File: src/hw/rtl/fsmx_pkg.sv
// Shared constants, widths and control types of the fading sample mixer.
`default_nettype none
package fsmx_pkg;

  // Sample and register widths
  localparam int SAMPLE_BITS = 16;
  localparam int GAIN_W      = 25;
  localparam int LEVEL_W     = 17;
  localparam int CNT_W       = 32;
  localparam int CFG_IDX_W   = 2;
  localparam int CFG_DATA_W  = GAIN_W;

  // Register indexes
  localparam logic [CFG_IDX_W-1:0] CFG_RAMP_UP   = 2'd0;
  localparam logic [CFG_IDX_W-1:0] CFG_RAMP_DOWN = 2'd1;
  localparam logic [CFG_IDX_W-1:0] CFG_MIX_LEVEL = 2'd2;

  // Register reset values
  localparam logic [GAIN_W-1:0]  RAMP_UP_RST   = GAIN_W'(1268);
  localparam logic [GAIN_W-1:0]  RAMP_DOWN_RST = GAIN_W'(1902);
  localparam logic [LEVEL_W-1:0] MIX_LEVEL_RST = LEVEL_W'(19661);

  // Unity gain in Q24
  localparam int GAIN_FRAC = 24;
  localparam logic [GAIN_W-1:0] GAIN_ONE = GAIN_W'(1) << GAIN_FRAC;

  // Level fraction bits, also the split point of the gain product
  localparam int LEVEL_FRAC = 16;

  // Multiplier datapath widths
  localparam int MAG_W   = SAMPLE_BITS + 1;
  localparam int P_W     = MAG_W + GAIN_W;
  localparam int PHI_W   = P_W - LEVEL_FRAC;
  localparam int MUL_A_W = (PHI_W > GAIN_W) ? PHI_W : GAIN_W;
  localparam int MUL_B_W = (MAG_W > LEVEL_W) ? MAG_W : LEVEL_W;
  localparam int MUL_P_W = MUL_A_W + MUL_B_W;
  localparam int SUM_W   = MUL_P_W + 1;
  localparam int R_W     = SUM_W - GAIN_FRAC;
  localparam int MIX_W   = R_W + 2;

  // Saturation limits at mix width
  localparam logic signed [MIX_W-1:0] SAT_HI = MIX_W'((1 << (SAMPLE_BITS - 1)) - 1);
  localparam logic signed [MIX_W-1:0] SAT_LO = -SAT_HI - MIX_W'(1);

  // Stream payload widths
  localparam int IN_DATA_W  = 4 * SAMPLE_BITS;
  localparam int IN_USER_W  = 3;
  localparam int OUT_BITS   = 2 * SAMPLE_BITS + GAIN_W + CNT_W;
  localparam int OUT_DATA_W = ((OUT_BITS + 7) / 8) * 8;
  localparam int OUT_PAD_W  = OUT_DATA_W - OUT_BITS;

  // Sequencer strobes toward the datapath
  typedef struct packed {
    logic in_ready;
    logic do_gain;
    logic mul0;
    logic mul1;
    logic mul2;
    logic do_sum;
    logic do_mix;
    logic do_fin;
    logic ch;
  } ctl_t;

endpackage
`default_nettype wire

File: src/hw/rtl/fsmx_mul.sv
// Shared registered unsigned multiplier used by every product step.
`default_nettype none
module fsmx_mul (
  input  wire logic                         clk,
  input  wire logic                         en,
  input  wire logic [fsmx_pkg::MUL_A_W-1:0] a,
  input  wire logic [fsmx_pkg::MUL_B_W-1:0] b,
  output logic      [fsmx_pkg::MUL_P_W-1:0] prod_r
);

  // Register the product of the selected operands
  always_ff @(posedge clk) begin
    if (en) begin
      prod_r <= fsmx_pkg::MUL_P_W'(a) * fsmx_pkg::MUL_P_W'(b);
    end
  end

endmodule
`default_nettype wire

File: src/hw/rtl/fsmx_ctrl.sv
// Frame sequencer: steps the shared multiplier through both channels.
`default_nettype none
module fsmx_ctrl (
  input  wire logic          clk,
  input  wire logic          rst_n,
  input  wire logic          in_fire,
  input  wire logic          mixing,
  input  wire logic          out_free,
  output fsmx_pkg::ctl_t     ctl
);

  typedef enum logic [7:0] {
    ST_IDLE = 8'b0000_0001,
    ST_GAIN = 8'b0000_0010,
    ST_MUL0 = 8'b0000_0100,
    ST_MUL1 = 8'b0000_1000,
    ST_MUL2 = 8'b0001_0000,
    ST_SUM  = 8'b0010_0000,
    ST_MIX  = 8'b0100_0000,
    ST_FIN  = 8'b1000_0000
  } state_t;

  state_t state_r, state_nxt;
  logic   ch_r, ch_nxt;

  // Next state and channel
  always_comb begin
    state_nxt = state_r;
    ch_nxt    = ch_r;
    unique case (state_r)
      ST_IDLE: begin
        if (in_fire) state_nxt = ST_GAIN;
      end
      ST_GAIN: begin
        ch_nxt    = 1'b0;
        state_nxt = mixing ? ST_MUL0 : ST_FIN;
      end
      ST_MUL0: state_nxt = ST_MUL1;
      ST_MUL1: state_nxt = ST_MUL2;
      ST_MUL2: state_nxt = ST_SUM;
      ST_SUM:  state_nxt = ST_MIX;
      ST_MIX: begin
        if (!ch_r) begin
          ch_nxt    = 1'b1;
          state_nxt = ST_MUL0;
        end else begin
          state_nxt = ST_FIN;
        end
      end
      ST_FIN: begin
        if (out_free) state_nxt = ST_IDLE;
      end
      default: state_nxt = ST_IDLE;
    endcase
  end

  // Hold state
  always_ff @(posedge clk) begin
    if (!rst_n) begin
      state_r <= ST_IDLE;
      ch_r    <= 1'b0;
    end else begin
      state_r <= state_nxt;
      ch_r    <= ch_nxt;
    end
  end

  // Decode strobes
  always_comb begin
    ctl.in_ready = (state_r == ST_IDLE);
    ctl.do_gain  = (state_r == ST_GAIN);
    ctl.mul0     = (state_r == ST_MUL0);
    ctl.mul1     = (state_r == ST_MUL1);
    ctl.mul2     = (state_r == ST_MUL2);
    ctl.do_sum   = (state_r == ST_SUM);
    ctl.do_mix   = (state_r == ST_MIX);
    ctl.do_fin   = (state_r == ST_FIN) && out_free;
    ctl.ch       = ch_r;
  end

endmodule
`default_nettype wire

File: src/hw/rtl/fading_sample_mixer_core.sv
// Top level of the fading sample mixer: ports, ramp state and mixing datapath.
//
// Usage: one stereo frame per input beat. in_tdata carries the base and effect
// samples, in_tuser the effect-present, fade-in and mix-enable flags. Each
// frame yields exactly one output beat with the saturated mixed pair, the Q24
// ramp gain after the frame and the running underflow count.
// A mixed frame passes the gain step, then per channel three products on the
// single shared multiplier, each followed by a register stage, then a sum and
// a saturating add, and last the output step; a bypassed or underflow frame
// goes from the gain step straight to the output step. The next frame is
// accepted only once the previous result is loaded into the output register.
// in_tready is high only while the sequencer is idle. The output register
// parts the two sides: a new frame is taken while a result still waits; if
// out_tready stays low the finished frame waits in the sequencer until the
// output register frees up.
// Reset (rst_n low, synchronous) clears the gain and underflow count, loads
// the register defaults and drops out_tvalid. Configuration writes through
// cfg_we/cfg_idx/cfg_wdata take effect at once and are meant for idle times.
`default_nettype none
module fading_sample_mixer_core (
  input  wire logic                              clk,
  input  wire logic                              rst_n,
  // configuration write port
  input  wire logic                              cfg_we,
  input  wire logic [fsmx_pkg::CFG_IDX_W-1:0]    cfg_idx,
  input  wire logic [fsmx_pkg::CFG_DATA_W-1:0]   cfg_wdata,
  // input stream
  input  wire logic                              in_tvalid,
  output logic                                   in_tready,
  // base_left, base_right, effect_left, effect_right
  input  wire logic [fsmx_pkg::IN_DATA_W-1:0]    in_tdata,
  // effect_present, fade_in, mix_enable
  input  wire logic [fsmx_pkg::IN_USER_W-1:0]    in_tuser,
  // output stream
  output logic                                   out_tvalid,
  input  wire logic                              out_tready,
  // out_left, out_right, gain_now, underflow_total, zero pad
  output logic [fsmx_pkg::OUT_DATA_W-1:0]        out_tdata
);

  localparam int SB = fsmx_pkg::SAMPLE_BITS;

  fsmx_pkg::ctl_t ctl;

  // Configuration registers
  logic [fsmx_pkg::GAIN_W-1:0]  up_step_r;
  logic [fsmx_pkg::GAIN_W-1:0]  down_step_r;
  logic [fsmx_pkg::LEVEL_W-1:0] level_r;

  // Ramp state
  logic [fsmx_pkg::GAIN_W-1:0] gain_r, gain_nxt;
  logic [fsmx_pkg::CNT_W-1:0]  cnt_r;

  // Latched frame
  logic signed [SB-1:0] bl_r, br_r, el_r, er_r;
  logic                 pres_r, fade_r, en_r;

  // Datapath registers
  logic [fsmx_pkg::LEVEL_FRAC-1:0] plow_r;
  logic [fsmx_pkg::MUL_P_W-1:0]    hi_r;
  logic [fsmx_pkg::R_W-1:0]        r_r;
  logic signed [SB-1:0]            res_l_r, res_r_r;

  // Output register
  logic                            out_valid_r;
  logic [fsmx_pkg::OUT_DATA_W-1:0] out_data_r;

  logic in_fire, out_free, mixing;
  logic [fsmx_pkg::MUL_P_W-1:0] prod_r;
  logic [fsmx_pkg::MUL_A_W-1:0] mul_a;
  logic [fsmx_pkg::MUL_B_W-1:0] mul_b;

  assign in_fire   = in_tvalid && in_tready;
  assign out_free  = !out_valid_r || out_tready;
  assign mixing    = en_r && pres_r;
  assign in_tready = ctl.in_ready;

  fsmx_ctrl u_ctrl (
    .clk      (clk),
    .rst_n    (rst_n),
    .in_fire  (in_fire),
    .mixing   (mixing),
    .out_free (out_free),
    .ctl      (ctl)
  );

  // Write configuration
  always_ff @(posedge clk) begin
    if (!rst_n) begin
      up_step_r   <= fsmx_pkg::RAMP_UP_RST;
      down_step_r <= fsmx_pkg::RAMP_DOWN_RST;
      level_r     <= fsmx_pkg::MIX_LEVEL_RST;
    end else if (cfg_we) begin
      unique case (cfg_idx)
        fsmx_pkg::CFG_RAMP_UP:   up_step_r   <= cfg_wdata;
        fsmx_pkg::CFG_RAMP_DOWN: down_step_r <= cfg_wdata;
        fsmx_pkg::CFG_MIX_LEVEL: level_r     <= cfg_wdata[fsmx_pkg::LEVEL_W-1:0];
        default: ;
      endcase
    end
  end

  // Latch the accepted beat
  always_ff @(posedge clk) begin
    if (in_fire) begin
      bl_r   <= in_tdata[SB-1:0];
      br_r   <= in_tdata[2*SB-1:SB];
      el_r   <= in_tdata[3*SB-1:2*SB];
      er_r   <= in_tdata[4*SB-1:3*SB];
      pres_r <= in_tuser[0];
      fade_r <= in_tuser[1];
      en_r   <= in_tuser[2];
    end
  end

  // Step the gain toward its target and clamp there
  always_comb begin
    logic [fsmx_pkg::GAIN_W-1:0] target;
    logic [fsmx_pkg::GAIN_W-1:0] room;
    target   = fade_r ? fsmx_pkg::GAIN_ONE : '0;
    room     = '0;
    gain_nxt = target;
    if (target > gain_r) begin
      room     = target - gain_r;
      gain_nxt = (up_step_r >= room) ? target : gain_r + up_step_r;
    end else if (gain_r > target) begin
      room     = gain_r - target;
      gain_nxt = (down_step_r >= room) ? target : gain_r - down_step_r;
    end
  end

  // Update ramp state once per frame
  always_ff @(posedge clk) begin
    if (!rst_n) begin
      gain_r <= '0;
      cnt_r  <= '0;
    end else if (ctl.do_gain && en_r) begin
      if (pres_r) gain_r <= gain_nxt;
      else        cnt_r  <= cnt_r + fsmx_pkg::CNT_W'(1);
    end
  end

  // Effect magnitude and sign of the current channel
  logic signed [SB-1:0]             eff;
  logic signed [fsmx_pkg::MAG_W-1:0] eff_ext;
  logic                             eff_neg;
  logic [fsmx_pkg::MAG_W-1:0]       mag;

  always_comb begin
    eff     = ctl.ch ? er_r : el_r;
    eff_ext = fsmx_pkg::MAG_W'(eff);
    eff_neg = eff[SB-1];
    mag     = eff_neg ? unsigned'(-eff_ext) : unsigned'(eff_ext);
  end

  // Select multiplier operands per step
  always_comb begin
    mul_a = '0;
    mul_b = '0;
    if (ctl.mul0) begin
      mul_a = fsmx_pkg::MUL_A_W'(gain_r);
      mul_b = fsmx_pkg::MUL_B_W'(mag);
    end else if (ctl.mul1) begin
      mul_a = fsmx_pkg::MUL_A_W'(prod_r[fsmx_pkg::P_W-1:fsmx_pkg::LEVEL_FRAC]);
      mul_b = fsmx_pkg::MUL_B_W'(level_r);
    end else if (ctl.mul2) begin
      mul_a = fsmx_pkg::MUL_A_W'(plow_r);
      mul_b = fsmx_pkg::MUL_B_W'(level_r);
    end
  end

  fsmx_mul u_mul (
    .clk    (clk),
    .en     (ctl.mul0 || ctl.mul1 || ctl.mul2),
    .a      (mul_a),
    .b      (mul_b),
    .prod_r (prod_r)
  );

  // Combine high and low partial products and scale down
  logic [fsmx_pkg::SUM_W-1:0] sum;
  assign sum = fsmx_pkg::SUM_W'(hi_r) + fsmx_pkg::SUM_W'(prod_r >> fsmx_pkg::LEVEL_FRAC);

  always_ff @(posedge clk) begin
    if (ctl.mul1) plow_r <= prod_r[fsmx_pkg::LEVEL_FRAC-1:0];
    if (ctl.mul2) hi_r   <= prod_r;
    if (ctl.do_sum) r_r  <= sum[fsmx_pkg::SUM_W-1:fsmx_pkg::GAIN_FRAC];
  end

  // Add the scaled effect to the base and saturate
  logic signed [fsmx_pkg::MIX_W-1:0] base_ext, delta, mix;
  logic signed [SB-1:0]              mix_sat;

  always_comb begin
    base_ext = fsmx_pkg::MIX_W'(ctl.ch ? br_r : bl_r);
    delta    = signed'(fsmx_pkg::MIX_W'(r_r));
    mix      = eff_neg ? base_ext - delta : base_ext + delta;
    if (mix > fsmx_pkg::SAT_HI)      mix_sat = SB'(fsmx_pkg::SAT_HI);
    else if (mix < fsmx_pkg::SAT_LO) mix_sat = SB'(fsmx_pkg::SAT_LO);
    else                             mix_sat = mix[SB-1:0];
  end

  // Hold the channel results; pass the base through by default
  always_ff @(posedge clk) begin
    if (ctl.do_gain) begin
      res_l_r <= bl_r;
      res_r_r <= br_r;
    end else if (ctl.do_mix) begin
      if (ctl.ch) res_r_r <= mix_sat;
      else        res_l_r <= mix_sat;
    end
  end

  // Load the output beat and drop it once taken
  always_ff @(posedge clk) begin
    if (!rst_n) begin
      out_valid_r <= 1'b0;
    end else if (ctl.do_fin) begin
      out_valid_r <= 1'b1;
    end else if (out_tready) begin
      out_valid_r <= 1'b0;
    end
  end

  always_ff @(posedge clk) begin
    if (ctl.do_fin) begin
      out_data_r <= {{fsmx_pkg::OUT_PAD_W{1'b0}}, cnt_r, gain_r, res_r_r, res_l_r};
    end
  end

  assign out_tvalid = out_valid_r;
  assign out_tdata  = out_data_r;

  // The gain never leaves the range zero to one
  a_gain_range: assert property (@(posedge clk) disable iff (!rst_n)
    gain_r <= fsmx_pkg::GAIN_ONE)
    else $error("ramp gain above unity");

  // A frame blocks the input for at least the next cycle
  a_busy_after_accept: assert property (@(posedge clk) disable iff (!rst_n)
    in_fire |=> !in_tready)
    else $error("input accepted while a frame is in flight");

  // A disabled frame leaves gain and counter untouched
  a_disabled_hold: assert property (@(posedge clk) disable iff (!rst_n)
    (ctl.do_gain && !en_r) |=> ($stable(gain_r) && $stable(cnt_r)))
    else $error("ramp state changed on a disabled frame");

  // An underflow frame does not step the gain
  a_underflow_hold: assert property (@(posedge clk) disable iff (!rst_n)
    (ctl.do_gain && en_r && !pres_r) |=> $stable(gain_r))
    else $error("gain stepped on an underflow frame");

endmodule
`default_nettype wire

File: config.mk
export PLATFORM = sky130hd
export DESIGN_NAME = fading_sample_mixer_core
export DESIGN_NICKNAME = d
export VERILOG_FILES = /design/src/hw/rtl/fsmx_pkg.sv /design/src/hw/rtl/fsmx_mul.sv /design/src/hw/rtl/fsmx_ctrl.sv /design/src/hw/rtl/fading_sample_mixer_core.sv
export SDC_FILE = /design/constraint.sdc
export NUM_CORES = 2
export LEC_CHECK = 0
export ABC_AREA = 1
export BUFFER_PORTS_ARGS = -buffer_cell sky130_fd_sc_hd__buf_4
export CAP_MARGIN = 20
export CORE_AREA = 2 2 298 300
export CTS_CLUSTER_DIAMETER = 30
export DETAILED_ROUTE_END_ITERATION = 8
export DIE_AREA = 0 0 300 302
export PLACE_DENSITY = 0.59
export SYNTH_ARGS = -nofsm -noshare
export SYNTH_HDL_FRONTEND = slang
export SYNTH_SLANG_ARGS = --single-unit
export TNS_END_PERCENT = 30
File: constraint.sdc
create_clock -name clk -period 9.4 [get_ports clk]
set_input_delay 0.94 -clock clk [delete_from_list [all_inputs] [get_ports clk]]
set_output_delay 0.94 -clock clk [all_outputs]
set_load 0.01 [all_outputs]
Word-level counts from Yosys, hierarchy flattened. Index checks and enable logic that the tools add are counted.

Output and inout bits: 98. Bits in registers: 444. Word-level logic and storage cells: 103.

Add/subtract/negate cells: 9. $lt $le $gt $ge: 6. Bitwise logic cells: 1. $mul: 1. Reductions and logical operators: 20. Multiplexer cells: 31. Equality and inequality tests: 13.

Operators with widths (number): 16-bit 2-to-1 mux (10); 25-bit 2-to-1 mux (5); 25-bit subtractor (3); 17-bit 2-to-1 mux (4); 8-bit one-hot mux with 8 select lines (1); 26-bit 2-to-1 mux (2); 25-bit >= comparator (2); 25-bit greater-than comparator (2); 43-bit by 27-bit adder with 44-bit output (1); 22-bit 2-to-1 mux (2); 26-bit by 17-bit multiplier with 43-bit output (1); 32-bit by 1-bit adder with 32-bit output (second input constant) (1); 8-bit 2-to-1 mux (4); 25-bit adder (1); 22-bit by 21-bit adder with 22-bit output (1); 22-bit by 16-bit greater-than comparator with 1-bit output (second input constant) (1); 22-bit by 16-bit < comparator with 1-bit output (second input constant) (1); 22-bit by 21-bit subtractor with 22-bit output (1); 16-bit negation with 17-bit output (1); 2-bit AND reduction (8); 8-bit by 1-bit == test with 1-bit output (second input constant) (1); 8-bit by 2-bit == test with 1-bit output (second input constant) (1); 8-bit by 3-bit == test with 1-bit output (second input constant) (1); 8-bit by 4-bit == test with 1-bit output (second input constant) (1); 16 further kinds (25).

Depth between registers and ports, before layout.
Depth in word-level cells: 9. Gate-level depth with buffers: 43. Gate-level depth less buffers: 40.

Modules after synthesis. A second synthesis with hierarchy kept.

Cells, all modules: 5077. Area, all modules: 40370.0 µm².

Modules (own cells, without submodules): fading_sample_mixer_core (seq. area each 10520.1 µm², cells each 2759, instances 1, area an instance 22973.3 µm²); fsmx_mul (seq. area each 1291.2 µm², cells each 2226, instances 1, area an instance 16799.9 µm²); fsmx_ctrl (seq. area each 180.2 µm², cells each 92, instances 1, area an instance 596.8 µm²).

Worst setup path before layout. No wires, ideal clock.

Path type: register to register. Start: register u_ctrl.state_r[3]. End: register u_mul.prod_r[34] in the netlist's numbering (data pin). Buffers on the path: 2. Setup time: 0.259 ns. Clock period less this slack: 7.823 ns. Stages on the path, launching flop included: 32. Path slack: 1.577 ns. Required time: 9.141 ns. Data arrival time: 7.564 ns. Cell sequence: dfxtp_1 inv_1 nand2_1 inv_1 nand2_1 nor4_4 nor2_4 buf_2 a21oi_1 a21oi_2 inv_1 buf_2 nand2_1 fa_1 fa_1 fa_1 inv_1 fa_1 fa_1 inv_1 fa_1 inv_1 ha_1 nand2_1 nor2_1 nand2_1 o211ai_1 a21oi_1 o21ai_0 nand3_1 nand2_1 xor2_1.

Word-level cells in the longest chain between the ends: 5. Elaborated cells on any way between the ends: 10.

Ends and longest elaborated chain: start, declared (RTL line fsmx_ctrl.sv:23) `state_t state_r, state_nxt;`; start signal, assigned (RTL line fsmx_ctrl.sv:63) `state_r <= state_nxt;`; 8-bit by 5-bit == test with 1-bit output (RTL line fsmx_ctrl.sv:74) `ctl.mul2 = (state_r == ST_MUL2);`; 16-bit 2-to-1 mux / 17-bit 2-to-1 mux (equally long branches) (RTL line fading_sample_mixer_core.sv:166) `end else if (ctl.mul2) begin`; 26-bit 2-to-1 mux / 17-bit 2-to-1 mux (equally long branches) (RTL line fading_sample_mixer_core.sv:163) `end else if (ctl.mul1) begin`; 26-bit 2-to-1 mux / 17-bit 2-to-1 mux (equally long branches) (RTL line fading_sample_mixer_core.sv:160) `if (ctl.mul0) begin`; 26-bit by 17-bit multiplier with 43-bit output * (RTL line fsmx_mul.sv:14) `prod_r <= fsmx_pkg::MUL_P_W'(a) * fsmx_pkg::MUL_P_W'(b);`; end signal, assigned (RTL line fsmx_mul.sv:14); end, declared (RTL line fsmx_mul.sv:8) `output logic [fsmx_pkg::MUL_P_W-1:0] prod_r`.

Every way passes the cells marked *; elsewhere a longest branch is shown, timed or not. A chain may end at the register's enable or synchronous reset.

Final worst setup path.
Start: register u_ctrl.ch_r. End: register u_mul.prod_r[29] in the netlist's numbering (data pin).

Word-level cells in the longest chain between the ends: 5.

Ends and longest elaborated chain: start, declared (RTL line fsmx_ctrl.sv:24) `logic ch_r, ch_nxt;`; start signal, assigned (RTL line fsmx_ctrl.sv:64) `ch_r <= ch_nxt;`; 16-bit 2-to-1 mux * (RTL line fading_sample_mixer_core.sv:150) `eff = ctl.ch ? er_r : el_r;`; 16-bit negation with 17-bit output (RTL line fading_sample_mixer_core.sv:153) `mag = eff_neg ? unsigned'(-eff_ext) : unsigned'(eff_ext);`; 17-bit 2-to-1 mux * (RTL line fading_sample_mixer_core.sv:153); 17-bit 2-to-1 mux * (RTL line fading_sample_mixer_core.sv:160); 26-bit by 17-bit multiplier with 43-bit output * (RTL line fsmx_mul.sv:14).

Marks and branches as above.

==> summary by stage <==
Layout
The count of nets after finishing is about 5700. The most frequent standard cell in the layout excluding fill and tap cells is sky130_fd_sc_hd__nand2_1. The layout cell share with drive strength beyond 1 is between 10% and 20%.

The area growth from synthesis to layout is 16.2%. The repair_antennas step left the layout with diodes totalling 0. The multi-input logic area is 23300 sq um. After the flow finishes, the layout carries non-filler instances totaling 6237. The area used by sequential logic in the layout is 12000 sq um. The library cells used most frequently in the layout, excluding fill and tap cells, are sky130_fd_sc_hd__nand2_1, sky130_fd_sc_hd__inv_1, sky130_fd_sc_hd__nor2_1, sky130_fd_sc_hd__fa_1, sky130_fd_sc_hd__edfxtp_1.

The number of inserted filler cells in the final layout is 8375.

CTS
The tree built by TritonCTS fans out to around 440 sinks. The CTS tree is built. The number of hold buffers added after CTS was 0. CTS placed an instance of sky130_fd_sc_hd__clkbuf_16 at the clock tree root. The longest clock path from root to sink contains 3 buffers. The number of buffers created by CTS is 99. The clock-pin slew on the worst setup and hold paths is around 0.050 ns. Once the clock tree was built, the resizer swapped 0 gates to a different size.

At the later pin of the worst-skew pair, clock insertion delay measures about 0.66 ns. The setup fix buffers added after clock tree synthesis is 0. The H-tree was split into 3 levels.

Synthesis
The synthesized netlist devotes about 8% of its cell area to compound gates. Counting distinct cell types in the post-synthesis netlist gives 67. The per-instance average area after synthesis is 8.24 sq um.

After synthesis, the share of flip-flops with an asynchronous set or reset is 0%. The synthesized instance count is 4740. The warning count from the yosys run is 0. By area, the combinational part of the netlist is dominated by adder cells. After synthesis the netlist holds a flip-flop and latch count of approximately 440. The parity-gate share of the synthesized area counting xor and xnor cells is between 3 and 4%. The fraction of the mapped netlist area in simple logic gates is a little over a fifth. The most used flip-flop cell after synthesis is sky130_fd_sc_hd__edfxtp_1. The summed instance area of the synthesized netlist is just under 40000 sq um. Measured against the total synthesized area, the mux share comes to 0.0769%. The adder and majority cell fraction of the synthesized area is about 27%.

The share of the yosys chip area belonging to registers is slightly above 30%. Counting flops with a built-in enable in the synthesized netlist gives slightly above 300.

Critical path
The critical path's most frequent cell is sky130_fd_sc_hd__nand2_1. The worst setup path is launched from a register. In this design, the stage delay of the slowest critical-path cell is approximately 0.55 ns. Along the worst path, the maximum fanout reaches 28. The required time at the endpoint of the critical path is just under 10 ns. The kind of end point of the critical path is a register. The data arrival time of the critical path is between 8 and 9 ns. The worst setup path category is register to register. The cell with the biggest individual delay on the critical path is sky130_fd_sc_hd__fa_1.

Power
In this run the power density over the cells is around 140 nW/um^2. The leakage power summed over all cells is about 21 nW. Across the VDD grid, the largest voltage drop is approximately 0.23 mV.

GRT
The number of antenna violations at the first check in global routing is 0. After global routing the overflow that remains totals 0. The number of global-route vias before repair came to between 30000 and 40000.

The aggregate global-route resource usage is between 20% and 30%. The global-route layer with the greatest usage is met2. The met1 track utilization from global routing is between 30% and 40%. The routing usage on met2 is ~43%. For met3 alone, demand over resource in global routing was under 10%.

Entering global routing, the biggest net connects 84 pins. The wire length of the first global-routing pass is around 190 mm.

Timing
The worst path uses between 90 and 100% of the clock period. The relative slew slack is 26.9%. Setup violations remaining at the end of the flow were counted as 0. For this run, the top clock speed supported by timing is about 120 MHz. The accumulated negative setup slack is 0 ns. Setup repair after global routing left no endpoint under its margin.

The final-report max-slew violation count is 0. The final count of hold timing violations was 0. After layout, the minimum clock period comes to ~8.5 ns.

The worst-margin pin slew is approximately 1.1 ns. The worst clock skew on the final layout is ~0.043 ns.

Detailed routing
The first TritonRoute pass finished after 6 iterations. The remaining routing DRC violations is 0. The remaining antenna violation count after routing is 0.

Wires add up to roughly 120 mm. The average detailed-routed wire length per instance is between 15 and 20 um. The violation count after the first detailed-route iteration is approximately 2600. Using the TritonRoute via totals, the vias-per-cell ratio works out to 5.22.

The number of vias in the routed layout is between 30000 and 40000.

Run status
The run finished with clean final reports.

Flow run
The tool flagged a number of max-cap violations equal to 0.

Die
The overall die height is roughly 300 um. approximately 200 I/O pins were placed. The die covers between 90000 and 100000 sq um. The floorplan step set the die width to 300 um. The total number of placement rows is around 110.

In this run the standard cell core region covers 87600 sq um. For this configuration, the core starts out at a cell density of roughly 45%.

Placement
The detailed-placement wirelength estimate is between 90 and 100 mm. At the end of routability-driven placement, the weighted congestion stood at around 1.0. Port buffering added approximately 190 buffers. The placed cell count is 6046.

Worst hold path
The path class of the lowest-slack min-delay path is register to register.
## sequential cells by signal, indices dropped and copies added (netlist names)
| signal | count |
|---|---|
| u_mul.prod_r | 43 |
| gain_r | 25 |
| plow_r | 16 |
| u_ctrl.state_r | 8 |
| pres_r | 1 |
| out_tvalid | 1 |
| fade_r | 1 |
| up_step_r | 25 |
| cnt_r | 32 |
| en_r | 1 |
| r_r | 20 |
| u_ctrl.ch_r | 1 |
| down_step_r | 25 |
| res_l_r | 16 |
| el_r | 16 |
| out_tdata | 89 |
| hi_r | 43 |
| res_r_r | 16 |
| br_r | 16 |
| level_r | 17 |
| bl_r | 16 |
| er_r | 16 |
## cell families after synthesis
| kind of cell | Yosys count |
|---|---|
| muxes | 3 |
| xor gates and xnor gates | 142 |
| DFF | 444 |
| and+or+nand+nor | 1972 |
| adders and majority gates | 630 |
| AOI/OAI and AO/OA | 554 |
| other | 1 |
| buffers and inverters | 994 |
## routing by layer
metal,vias up,part of all wire [%]
li1,15529,-
met1,15586,44
met2,1246,45
met3,183,8.5
met4,0,2.9
met5,-,0
## Yosys cell counts (3+ instances only)
| cell | instances | share of area, % |
|---|---|---|
| sky130_fd_sc_hd__fa_1 | 362 | 19 |
| sky130_fd_sc_hd__nand3_2 | 3 | 0.077 |
| sky130_fd_sc_hd__o21ai_1 | 11 | 0.14 |
| sky130_fd_sc_hd__xor2_1 | 99 | 2.2 |
| sky130_fd_sc_hd__or2_1 | 7 | 0.11 |
| sky130_fd_sc_hd__o21ai_0 | 163 | 2.1 |
| sky130_fd_sc_hd__nor2_2 | 11 | 0.18 |
| sky130_fd_sc_hd__nor3_1 | 59 | 0.76 |
| sky130_fd_sc_hd__a21boi_0 | 5 | 0.096 |
| sky130_fd_sc_hd__o211ai_1 | 16 | 0.31 |
| sky130_fd_sc_hd__xnor2_1 | 43 | 0.96 |
| sky130_fd_sc_hd__nand2_2 | 18 | 0.29 |
| sky130_fd_sc_hd__ha_1 | 268 | 8.6 |
| sky130_fd_sc_hd__nor4_1 | 17 | 0.27 |
| sky130_fd_sc_hd__inv_2 | 24 | 0.23 |
| sky130_fd_sc_hd__a21o_1 | 17 | 0.33 |
| sky130_fd_sc_hd__a21oi_1 | 268 | 3.4 |
| sky130_fd_sc_hd__o21ai_2 | 3 | 0.067 |
| sky130_fd_sc_hd__nand3_1 | 204 | 2.6 |
| sky130_fd_sc_hd__buf_4 | 9 | 0.17 |
| sky130_fd_sc_hd__nor2_1 | 448 | 4.3 |
| sky130_fd_sc_hd__and3_1 | 3 | 0.048 |
| sky130_fd_sc_hd__a31oi_1 | 14 | 0.22 |
| sky130_fd_sc_hd__inv_1 | 842 | 8.1 |
| sky130_fd_sc_hd__nor3_4 | 3 | 0.12 |
| sky130_fd_sc_hd__buf_2 | 41 | 0.53 |
| sky130_fd_sc_hd__clkinv_1 | 10 | 0.096 |
| sky130_fd_sc_hd__mux2i_1 | 3 | 0.077 |
| sky130_fd_sc_hd__clkbuf_1 | 52 | 0.50 |
| sky130_fd_sc_hd__dfxtp_1 | 134 | 6.9 |
| sky130_fd_sc_hd__nand2_4 | 3 | 0.086 |
| sky130_fd_sc_hd__buf_6 | 7 | 0.20 |
| sky130_fd_sc_hd__o21bai_1 | 12 | 0.23 |
| sky130_fd_sc_hd__a21oi_2 | 11 | 0.25 |
| sky130_fd_sc_hd__nand4_1 | 50 | 0.80 |
| sky130_fd_sc_hd__or2_2 | 17 | 0.27 |
| sky130_fd_sc_hd__edfxtp_1 | 310 | 24 |
| sky130_fd_sc_hd__nand2_1 | 1111 | 11 |
| sky130_fd_sc_hd__nand3b_1 | 6 | 0.12 |
| sky130_fd_sc_hd__nor2_4 | 3 | 0.086 |
| sky130_fd_sc_hd__o21a_1 | 10 | 0.19 |
| sky130_fd_sc_hd__buf_1 | 4 | 0.038 |
| sky130_fd_sc_hd__o22ai_1 | 9 | 0.14 |
## metrics by stage
stage | utilization (%) | setup WS [ns] | hold WS, ns | power [W] | instance area [sq um]
2_1_floorplan | - | 1.58 | 0.400 | 0.00267 | 39100
5_1_grt | 51.9 | 0.284 | 0.421 | 0.00656 | 45400
4_1_cts | 51.8 | 0.895 | 0.415 | 0.00637 | 45300
3_3_place_gp | 47.8 | 0.736 | 0.401 | 0.00287 | 41900
3_5_place_dp | 47.8 | 0.893 | 0.405 | 0.00287 | 41900
6_report | 51.9 | 0.859 | 0.407 | 0.00632 | 45400
## final cells by class
type,count,area share [%]
repair buffers,253,4.31
well taps,1165,3.21
inverters,880,7.30
clock inverters,74,1.86
multi-input cells,3308,51.2
flip-flops and latches,444,26.4
clock buffers,113,5.69
## path summary, 6_finish.rpt
check / startpoint / end / slack [ns] / cells past startpoint
setup / recovery: u_ctrl.ch_r / u_mul.prod_r[29] / 0.86 / 36
hold / removal: res_l_r[7] / out_tdata[7] / 0.41 / 0
hold reg to reg: res_l_r[7] / out_tdata[7] / 0.41 / 0
setup reg to reg: u_ctrl.ch_r / u_mul.prod_r[29] / 0.86 / 36
## where the power goes
group	total, W	switching [W]	internal [W]
Clock	0.00347	0.00120	0.00228
Sequential	0.00218	0.0000279	0.00215
Combinational	0.000668	0.000448	0.000220
Total	0.00632	0.00167	0.00465
## critical path: cells and delay by family, from the launching register on
kind / cells / cell delay (ns)
AOI/OAI and AO/OA: 3 / 0.82
xor gates and xnor gates: 2 / 0.40
adders and majority gates: 8 / 3.58
buffers and inverters: 8 / 1.15
DFF: 1 / 0.42
and+or+nand+nor: 15 / 1.96
(Power assumes the default switching activity.)
